### config.mk
export PLATFORM = sky130hd
export DESIGN_NAME = debounced_press_duration_timer
export DESIGN_NICKNAME = d
export VERILOG_FILES = /design/src/rtl/dpdt_pkg.sv /design/src/rtl/debounced_press_duration_timer.sv
export SDC_FILE = /design/constraint.sdc
export NUM_CORES = 1
export LEC_CHECK = 0
export ABC_CLOCK_PERIOD_IN_PS = 9900
export BUFFER_PORTS_ARGS = -buffer_cell sky130_fd_sc_hd__buf_2
export CAP_MARGIN = 20
export CORE_ASPECT_RATIO = 0.5
export CORE_MARGIN = 3
export CORE_UTILIZATION = 48
export DETAILED_ROUTE_END_ITERATION = 12
export GPL_TIMING_DRIVEN = 0
export HOLD_SLACK_MARGIN = 0.1
export PLACE_DENSITY = 0.74
export SETUP_SLACK_MARGIN = 0.3
export SLEW_MARGIN = 30
export SYNTH_ARGS = -nofsm -noshare
export SYNTH_HDL_FRONTEND = slang
export SYNTH_SLANG_ARGS = --single-unit
### constraint.sdc
create_clock -name clk -period 9.9 [get_ports clk]
set_input_delay 0.99 -clock clk [delete_from_list [all_inputs] [get_ports clk]]
set_output_delay 0.99 -clock clk [all_outputs]
set_load 0.02 [all_outputs]
### src/rtl/dpdt_pkg.sv
// Package for the debounced press duration timer.
// Register indexes, field widths, segment patterns and digit split helpers.
// No dependencies.
`default_nettype none

package dpdt_pkg;

  localparam int unsigned CFG_ADDR_W = 2;
  localparam int unsigned CFG_DATA_W = 16;

  // configuration register indexes
  localparam logic [CFG_ADDR_W-1:0] REG_DEBOUNCE_THRESHOLD = 2'd0;
  localparam logic [CFG_ADDR_W-1:0] REG_INTEGRATOR_MAX     = 2'd1;
  localparam logic [CFG_ADDR_W-1:0] REG_TICKS_PER_TENTH    = 2'd2;

  localparam logic [7:0]  RST_DEBOUNCE_THRESHOLD = 8'd3;
  localparam logic [7:0]  RST_INTEGRATOR_MAX     = 8'd5;
  localparam logic [15:0] RST_TICKS_PER_TENTH    = 16'd25;

  localparam int unsigned IN_DATA_W  = 8;
  localparam int unsigned OUT_DATA_W = 24;

  localparam logic [6:0] TENTHS_WRAP = 7'd100;
  localparam logic [6:0] TENTHS_MAX  = 7'd99;
  localparam logic [7:0] SEG_DP_MASK = 8'h01;  // decimal point, active low

  typedef logic [3:0] digit_t;
  typedef logic [7:0] seg_t;

  // active-low pattern, bits 7..1 = a..g, bit 0 = dp
  function automatic seg_t seg_encode(input digit_t d);
    seg_t s;
    case (d)
      4'd0:    s = 8'b00000011;
      4'd1:    s = 8'b10011111;
      4'd2:    s = 8'b00100101;
      4'd3:    s = 8'b00001101;
      4'd4:    s = 8'b10011001;
      4'd5:    s = 8'b01001001;
      4'd6:    s = 8'b01000001;
      4'd7:    s = 8'b00011111;
      4'd8:    s = 8'b00000001;
      4'd9:    s = 8'b00011001;
      default: s = 8'b11111111;
    endcase
    return s;
  endfunction

  // divide by ten through a reciprocal: exact for 0..99
  function automatic digit_t tens_of(input logic [6:0] v);
    logic [14:0] prod;
    prod = {8'd0, v} * 15'd205;
    return prod[14:11];
  endfunction

endpackage

`default_nettype wire

### src/rtl/debounced_press_duration_timer.sv
// Debounced press duration timer, top level.
// Integrating debouncer, tenths counter and seven-segment encode; uses dpdt_pkg.
//
// Usage:
//   Input stream (in_*): one request per tick, in_tdata[0] is the raw button
//   level. Each request updates the debounce integrator, the tick prescaler
//   and the tenths counter, then produces exactly one result request.
//   Result stream (out_*): pressed flag, elapsed tenths (0..99) and the
//   active-low segment bytes of the tens digit (decimal point lit) and of
//   the ones digit.
//   Config port: cfg_wen writes cfg_wdata to register cfg_addr
//   (0 threshold, 1 integrator ceiling, 2 ticks per tenth); index 3 is
//   ignored. Write only while no request is outstanding.
// Timing:
//   All work is one combinational pass from the state registers into the
//   result register: out_tvalid rises in the cycle after accept, and a
//   new request is accepted every cycle as long as the result register is
//   empty or being drained in the same cycle.
// Reset (rst_n low, synchronous): integrator, prescaler and tenths clear,
//   registers go to 3 / 5 / 25 and the result register empties.
// Stall: while out_tready is low a held result keeps out_tdata stable and
//   in_tready drops, so no tick is lost.
`default_nettype none

module debounced_press_duration_timer
  import dpdt_pkg::*;
(
  input  wire logic                  clk,
  input  wire logic                  rst_n,
  // config write port
  input  wire logic                  cfg_wen,
  input  wire logic [CFG_ADDR_W-1:0] cfg_addr,
  input  wire logic [CFG_DATA_W-1:0] cfg_wdata,
  // input stream
  input  wire logic                  in_tvalid,
  output      logic                  in_tready,
  input  wire logic [IN_DATA_W-1:0]  in_tdata,   // [0] button_level, [7:1] zero
  // result stream
  output      logic                  out_tvalid,
  input  wire logic                  out_tready,
  output      logic [OUT_DATA_W-1:0] out_tdata   // [0] pressed, [7:1] elapsed_tenths,
                                                 // [15:8] tens_segments,
                                                 // [23:16] ones_segments
);

  // configuration
  logic [7:0]  threshold_r;
  logic [7:0]  integ_max_r;
  logic [15:0] ticks_per_tenth_r;

  // tick state
  logic [7:0]  integ_r,   integ_nxt;
  logic [15:0] presc_r,   presc_nxt;
  logic [6:0]  tenths_r,  tenths_nxt;

  // result register
  logic                  out_valid_r, out_valid_nxt;
  logic [OUT_DATA_W-1:0] out_data_r,  out_data_nxt;

  logic        accept;
  logic        level;
  logic        pressed;
  logic [16:0] presc_inc;
  logic [6:0]  tenths_inc;
  digit_t      tens_d;
  digit_t      ones_d;
  logic [7:0]  tens_x10;
  seg_t        tens_seg;
  seg_t        ones_seg;

  // accept whenever the result slot is free or emptying this cycle
  assign in_tready = !out_valid_r || out_tready;
  assign accept    = in_tvalid && in_tready;
  assign level     = in_tdata[0];

  always_ff @(posedge clk) begin
    if (!rst_n) begin
      threshold_r       <= RST_DEBOUNCE_THRESHOLD;
      integ_max_r       <= RST_INTEGRATOR_MAX;
      ticks_per_tenth_r <= RST_TICKS_PER_TENTH;
    end else if (cfg_wen) begin
      case (cfg_addr)
        REG_DEBOUNCE_THRESHOLD: threshold_r       <= cfg_wdata[7:0];
        REG_INTEGRATOR_MAX:     integ_max_r       <= cfg_wdata[7:0];
        REG_TICKS_PER_TENTH:    ticks_per_tenth_r <= cfg_wdata;
        default: ;  // unmapped index, dropped
      endcase
    end
  end

  // per-tick update
  always_comb begin
    integ_nxt = integ_r;
    if (level && (integ_r < integ_max_r)) begin
      integ_nxt = integ_r + 8'd1;
    end else if (!level && (integ_r != 8'd0)) begin
      integ_nxt = integ_r - 8'd1;
    end

    pressed    = (integ_nxt >= threshold_r);
    presc_inc  = {1'b0, presc_r} + 17'd1;
    tenths_inc = tenths_r + 7'd1;

    presc_nxt  = 16'd0;
    tenths_nxt = 7'd0;
    if (pressed) begin
      // ticks_per_tenth of zero always passes, same as one
      if (presc_inc >= {1'b0, ticks_per_tenth_r}) begin
        presc_nxt  = 16'd0;
        tenths_nxt = (tenths_inc >= TENTHS_WRAP) ? 7'd0 : tenths_inc;
      end else begin
        presc_nxt  = presc_inc[15:0];
        tenths_nxt = tenths_r;
      end
    end
  end

  // digit split and segment encode
  always_comb begin
    tens_d   = tens_of(tenths_nxt);
    tens_x10 = {1'b0, tens_d, 3'd0} + {3'd0, tens_d, 1'b0};
    ones_d   = 4'(tenths_nxt - tens_x10[6:0]);
    tens_seg = seg_encode(tens_d) & ~SEG_DP_MASK;
    ones_seg = seg_encode(ones_d);
  end

  always_comb begin
    out_valid_nxt = out_valid_r;
    out_data_nxt  = out_data_r;
    if (accept) begin
      out_valid_nxt = 1'b1;
      out_data_nxt  = {ones_seg, tens_seg, tenths_nxt, pressed};
    end else if (out_tready) begin
      out_valid_nxt = 1'b0;
    end
  end

  always_ff @(posedge clk) begin
    if (!rst_n) begin
      integ_r     <= '0;
      presc_r     <= '0;
      tenths_r    <= '0;
      out_valid_r <= 1'b0;
    end else begin
      out_valid_r <= out_valid_nxt;
      if (accept) begin
        integ_r  <= integ_nxt;
        presc_r  <= presc_nxt;
        tenths_r <= tenths_nxt;
      end
    end
  end

  always_ff @(posedge clk) begin
    out_data_r <= out_data_nxt;
  end

  assign out_tvalid = out_valid_r;
  assign out_tdata  = out_data_r;

endmodule

`default_nettype wire

==> flow_summary.json, run 1 <==
{
  "antenna_found_initial": 0,
  "r2r-start": "integ_max_r[1]",
  "period_minus_slack_ns": 9.19,
  "hold_buffers": 0,
  "syn_nets": 859,
  "diodes": 0,
  "synth_top_area_share_pct": 20.2,
  "drc": 0,
  "drive_gt1_share_pct": 14.0,
  "final_area_mm2": 0.00740,
  "fill_cells": 1140,
  "grt_pass1_vias": 5093,
  "slew_headroom_pct": 50.8,
  "synth_top_area_cell": "dfxtp_1",
  "final_core_util_pct": 57.8,
  "crit_slowest_cell": "fa_1",
  "end_kind": "register",
  "ir_drop_uv": 148,
  "hp-class": "reg -> reg",
  "dp_cells": 953,
  "hold_slack_ns": 0.463,
  "place_congestion": 0.913,
  "yosysMostFrequentCell": "ha_1",
  "cts-root-buf": "clkbuf_16",
  "wl_per_cell_um": 15.6,
  "die_area_mm2": 0.0147,
  "seq_area_frac_synth_pct": 30.6,
  "final_antenna_net_count": 0,
  "leakage_nw": 3.37,
  "synth_edf_count": 22,
  "synth-async-reset-ratio_pct": 0,
  "rsz0062_at_grt": "false",
  "required_ns": 9.96,
  "tightestPinTransition_ns": 0.731,
  "post_dp_cell_area_mm2": 0.00683,
  "synth_common_cells": "85 x ha_1, 76 x nand2_1, 72 x inv_1, 64 x dfxtp_1, 39 x nor2_1",
  "drtIter0Drc": 427,
  "hpwl_mm": 11.2,
  "cts_tree": "built",
  "vias": 5431,
  "ys_dominant_reg_cell": "dfxtp_1",
  "cpPeakStageDelay_ns": 0.53,
  "viasPerCell": 5.51,
  "finalSetupViolations": 0,
  "cts-htree-levels": 3,
  "slew_viol_final": 0,
  "worstSetupStartpointType": "register",
  "die_x_um": 169,
  "crit_type": "reg -> reg",
  "power_density_mw_per_mm2": 225,
  "initial_core_util_pct": 49.6,
  "nets": 934,
  "track_usage_pct": 20.6,
  "cap_viol_max_count": 0,
  "cts_buffer_depth": 2,
  "synth_cells": 735,
  "cp.arrival_ns": 9.25,
  "overflow": 0,
  "finalHoldViolations": 0,
  "die_h_um": 87.3,
  "io_pins": 57,
  "startpoint": "integ_max_r[1]",
  "final.setup.tns_ns": 0,
  "post-route-period-util_pct": 92.8,
  "clk_pin_slew_ns": 0.07,
  "ys_ff_latch": 86,
  "cts.sinks": 86,
  "cts_made_buffers": 9,
  "hp-start": "ticks_per_tenth_r[7]",
  "synthToLayoutAreaGrowth_pct": 16.5,
  "synth.distinct_cells": 64,
  "clock.fmax_mhz": 109,
  "firstDrtPassIters": 5,
  "synth.area.top_cells": "dfxtp_1 20%, ha_1 17%, edfxtp_1 10%",
  "cp_max_fo": 10,
  "crit_path_frequent_cell": "a21o_1",
  "stdcell_count": 985,
  "status": "finished, final reports clean",
  "synth.avg_cell_area_um2": 8.64,
  "skew_ns": 0.00869,
  "synthesis.area_mm2": 0.00635,
  "routed_wirelength_mm": 15.4,
  "yosysWarningCount": 0,
  "grt_start_max_net_pins": 27,
  "coreArea_mm2": 0.0128,
  "portBuffers": 47,
  "rows": 29,
  "insertion_delay_ns": 0.35,
  "grt_pass1_wl_mm": 24.6
}
## final timing paths
path	cells past startpoint	to	slack, ns
max reg2reg	42	out_tdata[23]	0.71
min reg2reg	2	ticks_per_tenth_r[7]	0.46
min	2	ticks_per_tenth_r[7]	0.46
max	42	out_tdata[23]	0.71
## metal layers
layer	up-vias	global-route usage, %	routed length, µm
met1	2572	27.4	7250
met3	19	4.03	817
li1	2715	-	-
met5	-	0	0
met2	125	35.1	7160
met4	0	4.45	141
## registers in the layout, summed over array words and instances, names as in the netlist
register and flops:
threshold_r 8, integ_max_r 8, tenths_r 7, out_tdata 22, ticks_per_tenth_r 16, out_tvalid 1
presc_r 16, integ_r 8
## power by group
part           internal [mW]  switching [mW]
clock network          0.181           0.156
registers              0.392          0.0260
logic                  0.392           0.519
total                  0.966           0.700
## kinds of logic (layout without fill, tap and decap cells)
kind of cell	Yosys count	after routing	share of synthesized area (%)
and+or+nand+nor	247	247	20.1
other	2	2	0.118
buffers and inverters	102	182	6.15
adders and majority gates	93	93	19.3
muxes	15	15	2.36
DFF	86	86	30.6
AOI/OAI and AO/OA	158	158	16.8
xor gates and xnor gates	32	32	4.65
## cells in the final DEF (no fill, tap or decap), types with 10 or more instances in the layout
master	count
nor3_1	13
nand3_1	19
mux2i_1	15
o21ai_0	30
inv_1	70
clkbuf_1	24
ha_1	84
nand2_1	76
buf_4	16
xnor2_1	18
a21oi_1	31
edfxtp_1	22
buf_2	47
nor2b_1	31
xor2_1	11
a22oi_1	10
dfxtp_1	64
a21o_1	12
nor2_1	38
a21boi_0	23
## final cells by class
cell class | instances | area [µm²] | area share (%)
Clock buffer | 10 | 239 | 3.23
Buffer | 30 | 130 | 1.76
Sequential cell | 86 | 1940 | 26.2
Timing Repair Buffer | 64 | 408 | 5.51
Multi-Input combinational cell | 547 | 4150 | 56.0
Inverter | 72 | 270 | 3.65
Clock inverter | 6 | 51.3 | 0.693
Tap cell | 170 | 213 | 2.88
## metrics by stage
step           power, mW  setup WS, ns
2_1_floorplan      0.874          1.07
3_3_place_gp        1.03        -0.226
3_5_place_dp        1.05        -0.434
4_1_cts             1.41         0.320
5_1_grt             1.76         0.249
6_report            1.67         0.714
## worst max-delay path, delay by kind of cell (launching register included)
kind,cells,cell delay [ns]
compound gates,16,3.10
buf+inv,9,0.80
flops,1,0.33
mux,1,0.19
xor+xnor,4,0.76
simple gates,4,1.20
fa+ha+maj,8,2.48
## repair_timing
item / in CTS / in global routing
pin swaps: 2 / 9
resized for setup: 7 / 23
setup buffers: 2 / 14
endpoints found under the setup margin: 7 / 10
No activity file was read; power rests on OpenSTA's default activity.
==> inputs of run 2 (changes only) <==
--- a/config.mk
+++ b/config.mk
@@ -15,6 +15,7 @@
 export GPL_TIMING_DRIVEN = 0
 export HOLD_SLACK_MARGIN = 0.1
 export PLACE_DENSITY = 0.74
+export RECOVER_POWER = 25
 export SETUP_SLACK_MARGIN = 0.3
 export SLEW_MARGIN = 30
 export SYNTH_ARGS = -nofsm -noshare
==> run 2 against run 1 <==
Hold slack about the same. Clock power about the same. First-iteration DRC count up 0.70%. Cell count unchanged. Count of clock-buffer cells in the layout unchanged. Largest cell class unchanged. Largest power group unchanged.
==> flow_summary.json, run 2 (synthesized netlist as in run 1, its figures left out) <==
{
  "wl_met3_um": 883,
  "cts_tree": "built",
  "synthToLayoutAreaGrowth_pct": 16.0,
  "stdcell_count": 985,
  "rows": 29,
  "met2_length_mm": 7.17,
  "crit_type": "reg -> reg",
  "grt_pass1_wl_mm": 24.6,
  "routed_wirelength_mm": 15.4,
  "hpwl_mm": 11.2,
  "drive_gt1_share_pct": 11.0,
  "status": "finished, final reports clean",
  "cpPeakStageDelay_ns": 0.53,
  "multi_input_area_mm2": 0.00415,
  "layout_commonest_cell": "ha_1",
  "cp_max_fo": 10,
  "post_dp_cell_area_mm2": 0.00683,
  "portBuffers": 47,
  "diodes": 0,
  "nets": 934,
  "io_pins": 57,
  "cap_viol_max_count": 0,
  "die_x_um": 169,
  "overflow": 0,
  "switching_share_pct": 42.1,
  "p_clk_share_pct": 20.2,
  "leakage_nw": 3.30,
  "finalHoldViolations": 0,
  "clock.fmax_mhz": 109,
  "grt_start_max_net_pins": 27,
  "post-place-ws_ns": -0.434,
  "final_area_mm2": 0.00737,
  "end_kind": "register",
  "drtIter0Drc": 430,
  "hp-class": "reg -> reg",
  "tightestPinTransition_ns": 0.733,
  "hold_buffers": 0,
  "dp_cells": 953,
  "largest_reg_flops": 22,
  "mostFrequentLayoutCells": "84 x ha_1, 76 x nand2_1, 70 x inv_1, 64 x dfxtp_1, 48 x clkbuf_1",
  "cts-root-buf": "clkbuf_16",
  "crit_slowest_cell": "fa_1",
  "power.internal_uw": 964,
  "slew_viol_final": 0,
  "skew_ns": 0.00753,
  "place_congestion": 0.913,
  "final_core_util_pct": 57.5,
  "cp.arrival_ns": 9.23,
  "power_mw": 1.67,
  "setup_ws_ns": 0.728,
  "antenna_found_initial": 0,
  "initial_core_util_pct": 49.6,
  "final-seq-area_mm2": 0.00194,
  "comb_power_share_pct": 54.7,
  "clk_pin_slew_ns": 0.07,
  "cts.sinks": 86,
  "insertion_delay_ns": 0.34,
  "final_antenna_net_count": 0,
  "die_area_mm2": 0.0147,
  "finalSetupViolations": 0,
  "cts_buffer_depth": 2,
  "drt-met1-wl_mm": 7.19,
  "hold_slack_ns": 0.463,
  "die_h_um": 87.3,
  "final.setup.tns_ns": 0,
  "grt_pass1_vias": 5093,
  "ir_drop_uv": 149,
  "cts-htree-levels": 3,
  "top_layer": "met4",
  "required_ns": 9.96,
  "slew_headroom_pct": 50.7,
  "cts_made_buffers": 9,
  "rrSetupSlack_ns": 0.73,
  "fill_cells": 1158,
  "post-route-period-util_pct": 92.6,
  "worstSetupStartpointType": "register",
  "power_density_mw_per_mm2": 226,
  "firstDrtPassIters": 5,
  "p_seq_share_pct": 25.1,
  "wl_per_cell_um": 15.6,
  "track_usage_pct": 20.6,
  "p_switching_uw": 701,
  "coreArea_mm2": 0.0128,
  "drc": 0,
  "viasPerCell": 5.53,
  "vias": 5446,
  "crit_path_frequent_cell": "a21o_1",
  "period_minus_slack_ns": 9.17,
  "rsz0062_at_grt": "false"
}
run 2: cell types whose count changed in the layout (fill, tap and decap cells not counted), sizes merged:
cell | previous run | this run
clkbuf | 36 | 60
buf | 68 | 44
run 2: critical path: cells and delay by family (launching register included):
family | cells | cell delay, ns
AOI/OAI and AO/OA | 16 | 3.11
buffers and inverters | 9 | 0.80
muxes | 1 | 0.19
DFF | 1 | 0.33
xor gates and xnor gates | 4 | 0.77
and+or+nand+nor | 4 | 1.20
adders and majority gates | 8 | 2.46
run 2: cell type report:
type | count | area share, %
inverter | 72 | 3.67
clock inverter | 6 | 0.696
timing repair buffer | 64 | 5.13
sequential | 86 | 26.4
tap | 170 | 2.89
buffer | 30 | 1.77
clock buffer | 10 | 3.24
multi-input combinational | 547 | 56.3
run 2: timing repair:
item | CTS | global route
resized for setup | 7 | 23
pin swaps | 2 | 9
endpoints found under the setup margin | 7 | 10
setup buffers | 2 | 14
run 2: final timing paths:
| check | from | end | cells past startpoint |
|---|---|---|---|
| hold reg to reg | ticks_per_tenth_r[7] | ticks_per_tenth_r[7] | 2 |
| hold / removal | ticks_per_tenth_r[7] | ticks_per_tenth_r[7] | 2 |
| setup / recovery | integ_max_r[1] | out_tdata[23] | 42 |
| setup reg to reg | integ_max_r[1] | out_tdata[23] | 42 |
run 2: power groups by stage:
| stage | sequential [mW] | clock, mW | combinational, mW |
|---|---|---|---|
| floorplan | 0.425 | 0 | 0.449 |
| global placement | 0.424 | 0 | 0.604 |
| detailed placement | 0.425 | 0 | 0.625 |
| CTS | 0.417 | 0.342 | 0.648 |
| global route | 0.422 | 0.356 | 0.983 |
| finish | 0.419 | 0.336 | 0.911 |
run 2: layer usage:
metal  track usage, %  vias to the layer above
li1                 -                     2712
met1             27.4                     2574
met2             35.1                      139
met3             4.03                       21
met4             4.45                        0
met5                0                        -
==> inputs of run 3 (changes only) <==
--- a/config.mk
+++ b/config.mk
@@ -10,11 +10,11 @@
 export CAP_MARGIN = 20
 export CORE_ASPECT_RATIO = 0.5
 export CORE_MARGIN = 3
-export CORE_UTILIZATION = 48
+export CORE_UTILIZATION = 61
 export DETAILED_ROUTE_END_ITERATION = 12
 export GPL_TIMING_DRIVEN = 0
 export HOLD_SLACK_MARGIN = 0.1
-export PLACE_DENSITY = 0.74
+export PLACE_DENSITY = 0.88
 export RECOVER_POWER = 25
 export SETUP_SLACK_MARGIN = 0.3
 export SLEW_MARGIN = 30
==> run 3 against run 2 <==
Utilization increased by 16 points. Via count is 1.4% higher. Highest routed layer unchanged. Sequential share of layout area is 0.49 points higher. Critical endpoint is now out_tdata[18]. First-iteration DRC count is 2.3% higher. Routed wire length is 3.0% lower. Combinational power fell by 16%. Non-clock buffer count down 8. Global-route usage increased by 4.9 points. Cell count shrank 4.4%. Clock skew increased by 0.0037 ns. Sequential power about the same.
==> flow_summary.json, run 3 (synthesized netlist as in run 1, its figures left out) <==
{
  "status": "finished, final reports clean",
  "portBuffers": 47,
  "drc": 0,
  "diodes": 0,
  "viasPerCell": 5.86,
  "cts-htree-levels": 3,
  "whs_path_depth": 2,
  "nets": 926,
  "crit_type": "reg -> reg",
  "initial_core_util_pct": 64.9,
  "crit_family": "compound AO/OA/AOI/OAI gates",
  "stdcell_count": 942,
  "vias": 5523,
  "ir_drop_uv": 210,
  "routed_wirelength_mm": 14.9,
  "crit_slowest_cell": "or4_4",
  "slew_headroom_pct": 49.5,
  "hold_slack_ns": 0.467,
  "leakage_nw": 3.25,
  "coreArea_mm2": 0.00979,
  "cp_max_fo": 10,
  "firstDrtPassIters": 5,
  "finalSetupViolations": 0,
  "cts_tree": "built",
  "grt_start_max_net_pins": 29,
  "cts-root-buf": "clkbuf_16",
  "cts_made_buffers": 9,
  "worstSetupStartpointType": "register",
  "cts.sinks": 86,
  "hp-class": "reg -> reg",
  "die_h_um": 78.2,
  "rsz0062_at_grt": "false",
  "drtIter0Drc": 440,
  "hpwl_mm": 10.7,
  "overflow": 0,
  "slew_viol_final": 0,
  "final_antenna_net_count": 0,
  "cts_buffer_depth": 2,
  "final_core_util_pct": 73.9,
  "critical_path_cell_count": 41,
  "end_kind": "register",
  "hold_buffers": 0,
  "rows": 25,
  "largest_reg_flops": 22,
  "dp_cells": 918,
  "cp.arrival_ns": 9.20,
  "crit_path_frequent_cell": "a21o_1",
  "grt_pass1_vias": 5155,
  "wl_per_cell_um": 15.9,
  "finalHoldViolations": 0,
  "post-route-period-util_pct": 92.3,
  "reg2reg_depth": 41,
  "cpPeakStageDelay_ns": 0.50,
  "power_mw": 1.53,
  "die_area_mm2": 0.0117,
  "mostFrequentLayoutCells": "83 x ha_1, 76 x nand2_1, 70 x inv_1, 63 x dfxtp_1, 49 x clkbuf_1",
  "period_minus_slack_ns": 9.14,
  "worst-path-buf-inv": 8,
  "skew_ns": 0.0112,
  "synthToLayoutAreaGrowth_pct": 14.0,
  "drive_gt1_share_pct": 10.0,
  "clock.fmax_mhz": 109,
  "antenna_found_initial": 0,
  "track_usage_pct": 25.5,
  "io_pins": 57,
  "clk_pin_slew_ns": 0.07,
  "place_congestion": 0.921,
  "power_density_mw_per_mm2": 212,
  "layout_commonest_cell": "ha_1",
  "grt_pass1_wl_mm": 24.1,
  "required_ns": 9.96,
  "insertion_delay_ns": 0.35,
  "tightestPinTransition_ns": 0.756,
  "die_x_um": 150,
  "cap_viol_max_count": 0
}
## run 3: cell type report
class | count | area, µm²
flip-flops and latches | 86 | 1940
multi-input cells | 547 | 4130
plain buffers | 30 | 130
fillers | 693 | 2550
inverters | 72 | 270
repair buffers | 56 | 292
clock inverters | 6 | 67.6
clock buffers | 10 | 239
well taps | 135 | 169
## run 3: metrics by stage
step | setup slack, ns | cell area [µm²] | setup TNS [ns]
after floorplan | 1.07 | 6350 | 0
after CTS | 0.305 | 7120 | 0
after global routing | 0.273 | 7240 | 0
after detailed placement | -0.184 | 6780 | -0.847
after global placement | -0.0263 | 6760 | -0.0881
final | 0.761 | 7240 | 0
## run 3: tightest hold or removal path: stages, from the launching register on
cell and delay, ns:
dfxtp_1 0.31, nand2_1 0.05, a21boi_0 0.06
## run 3: per-layer routing
layer | wire length [µm] | GRT usage (%) | vias up
li1 | - | - | 2702
met3 | 1130 | 6.75 | 26
met4 | 197 | 6.66 | 0
met2 | 6740 | 42.1 | 227
met5 | 0 | 0 | -
met1 | 6870 | 33.3 | 2568
## run 3: path summary, 6_finish.rpt
check                              from               endpoint  slack, ns
hold reg to reg   ticks_per_tenth_r[13]  ticks_per_tenth_r[13]       0.47
hold / removal    ticks_per_tenth_r[13]  ticks_per_tenth_r[13]       0.47
setup reg to reg         integ_max_r[1]          out_tdata[18]       0.76
setup / recovery         integ_max_r[1]          out_tdata[18]       0.76
## run 3: repair_timing
action / 4_1_cts / 5_1_grt
hold endpoints to repair: 0 / 0
setup endpoints to repair: 7 / 7
setup buffers: 0 / 8
gates cloned: 0 / 0
gates resized for setup: 6 / 24
pin swaps: 0 / 7
## run 3: power by group
part           internal, mW  total (mW)  switching, mW
clock network         0.204       0.351          0.147
logic                 0.285       0.761          0.476
registers             0.393       0.420         0.0273
total                 0.882        1.53          0.650
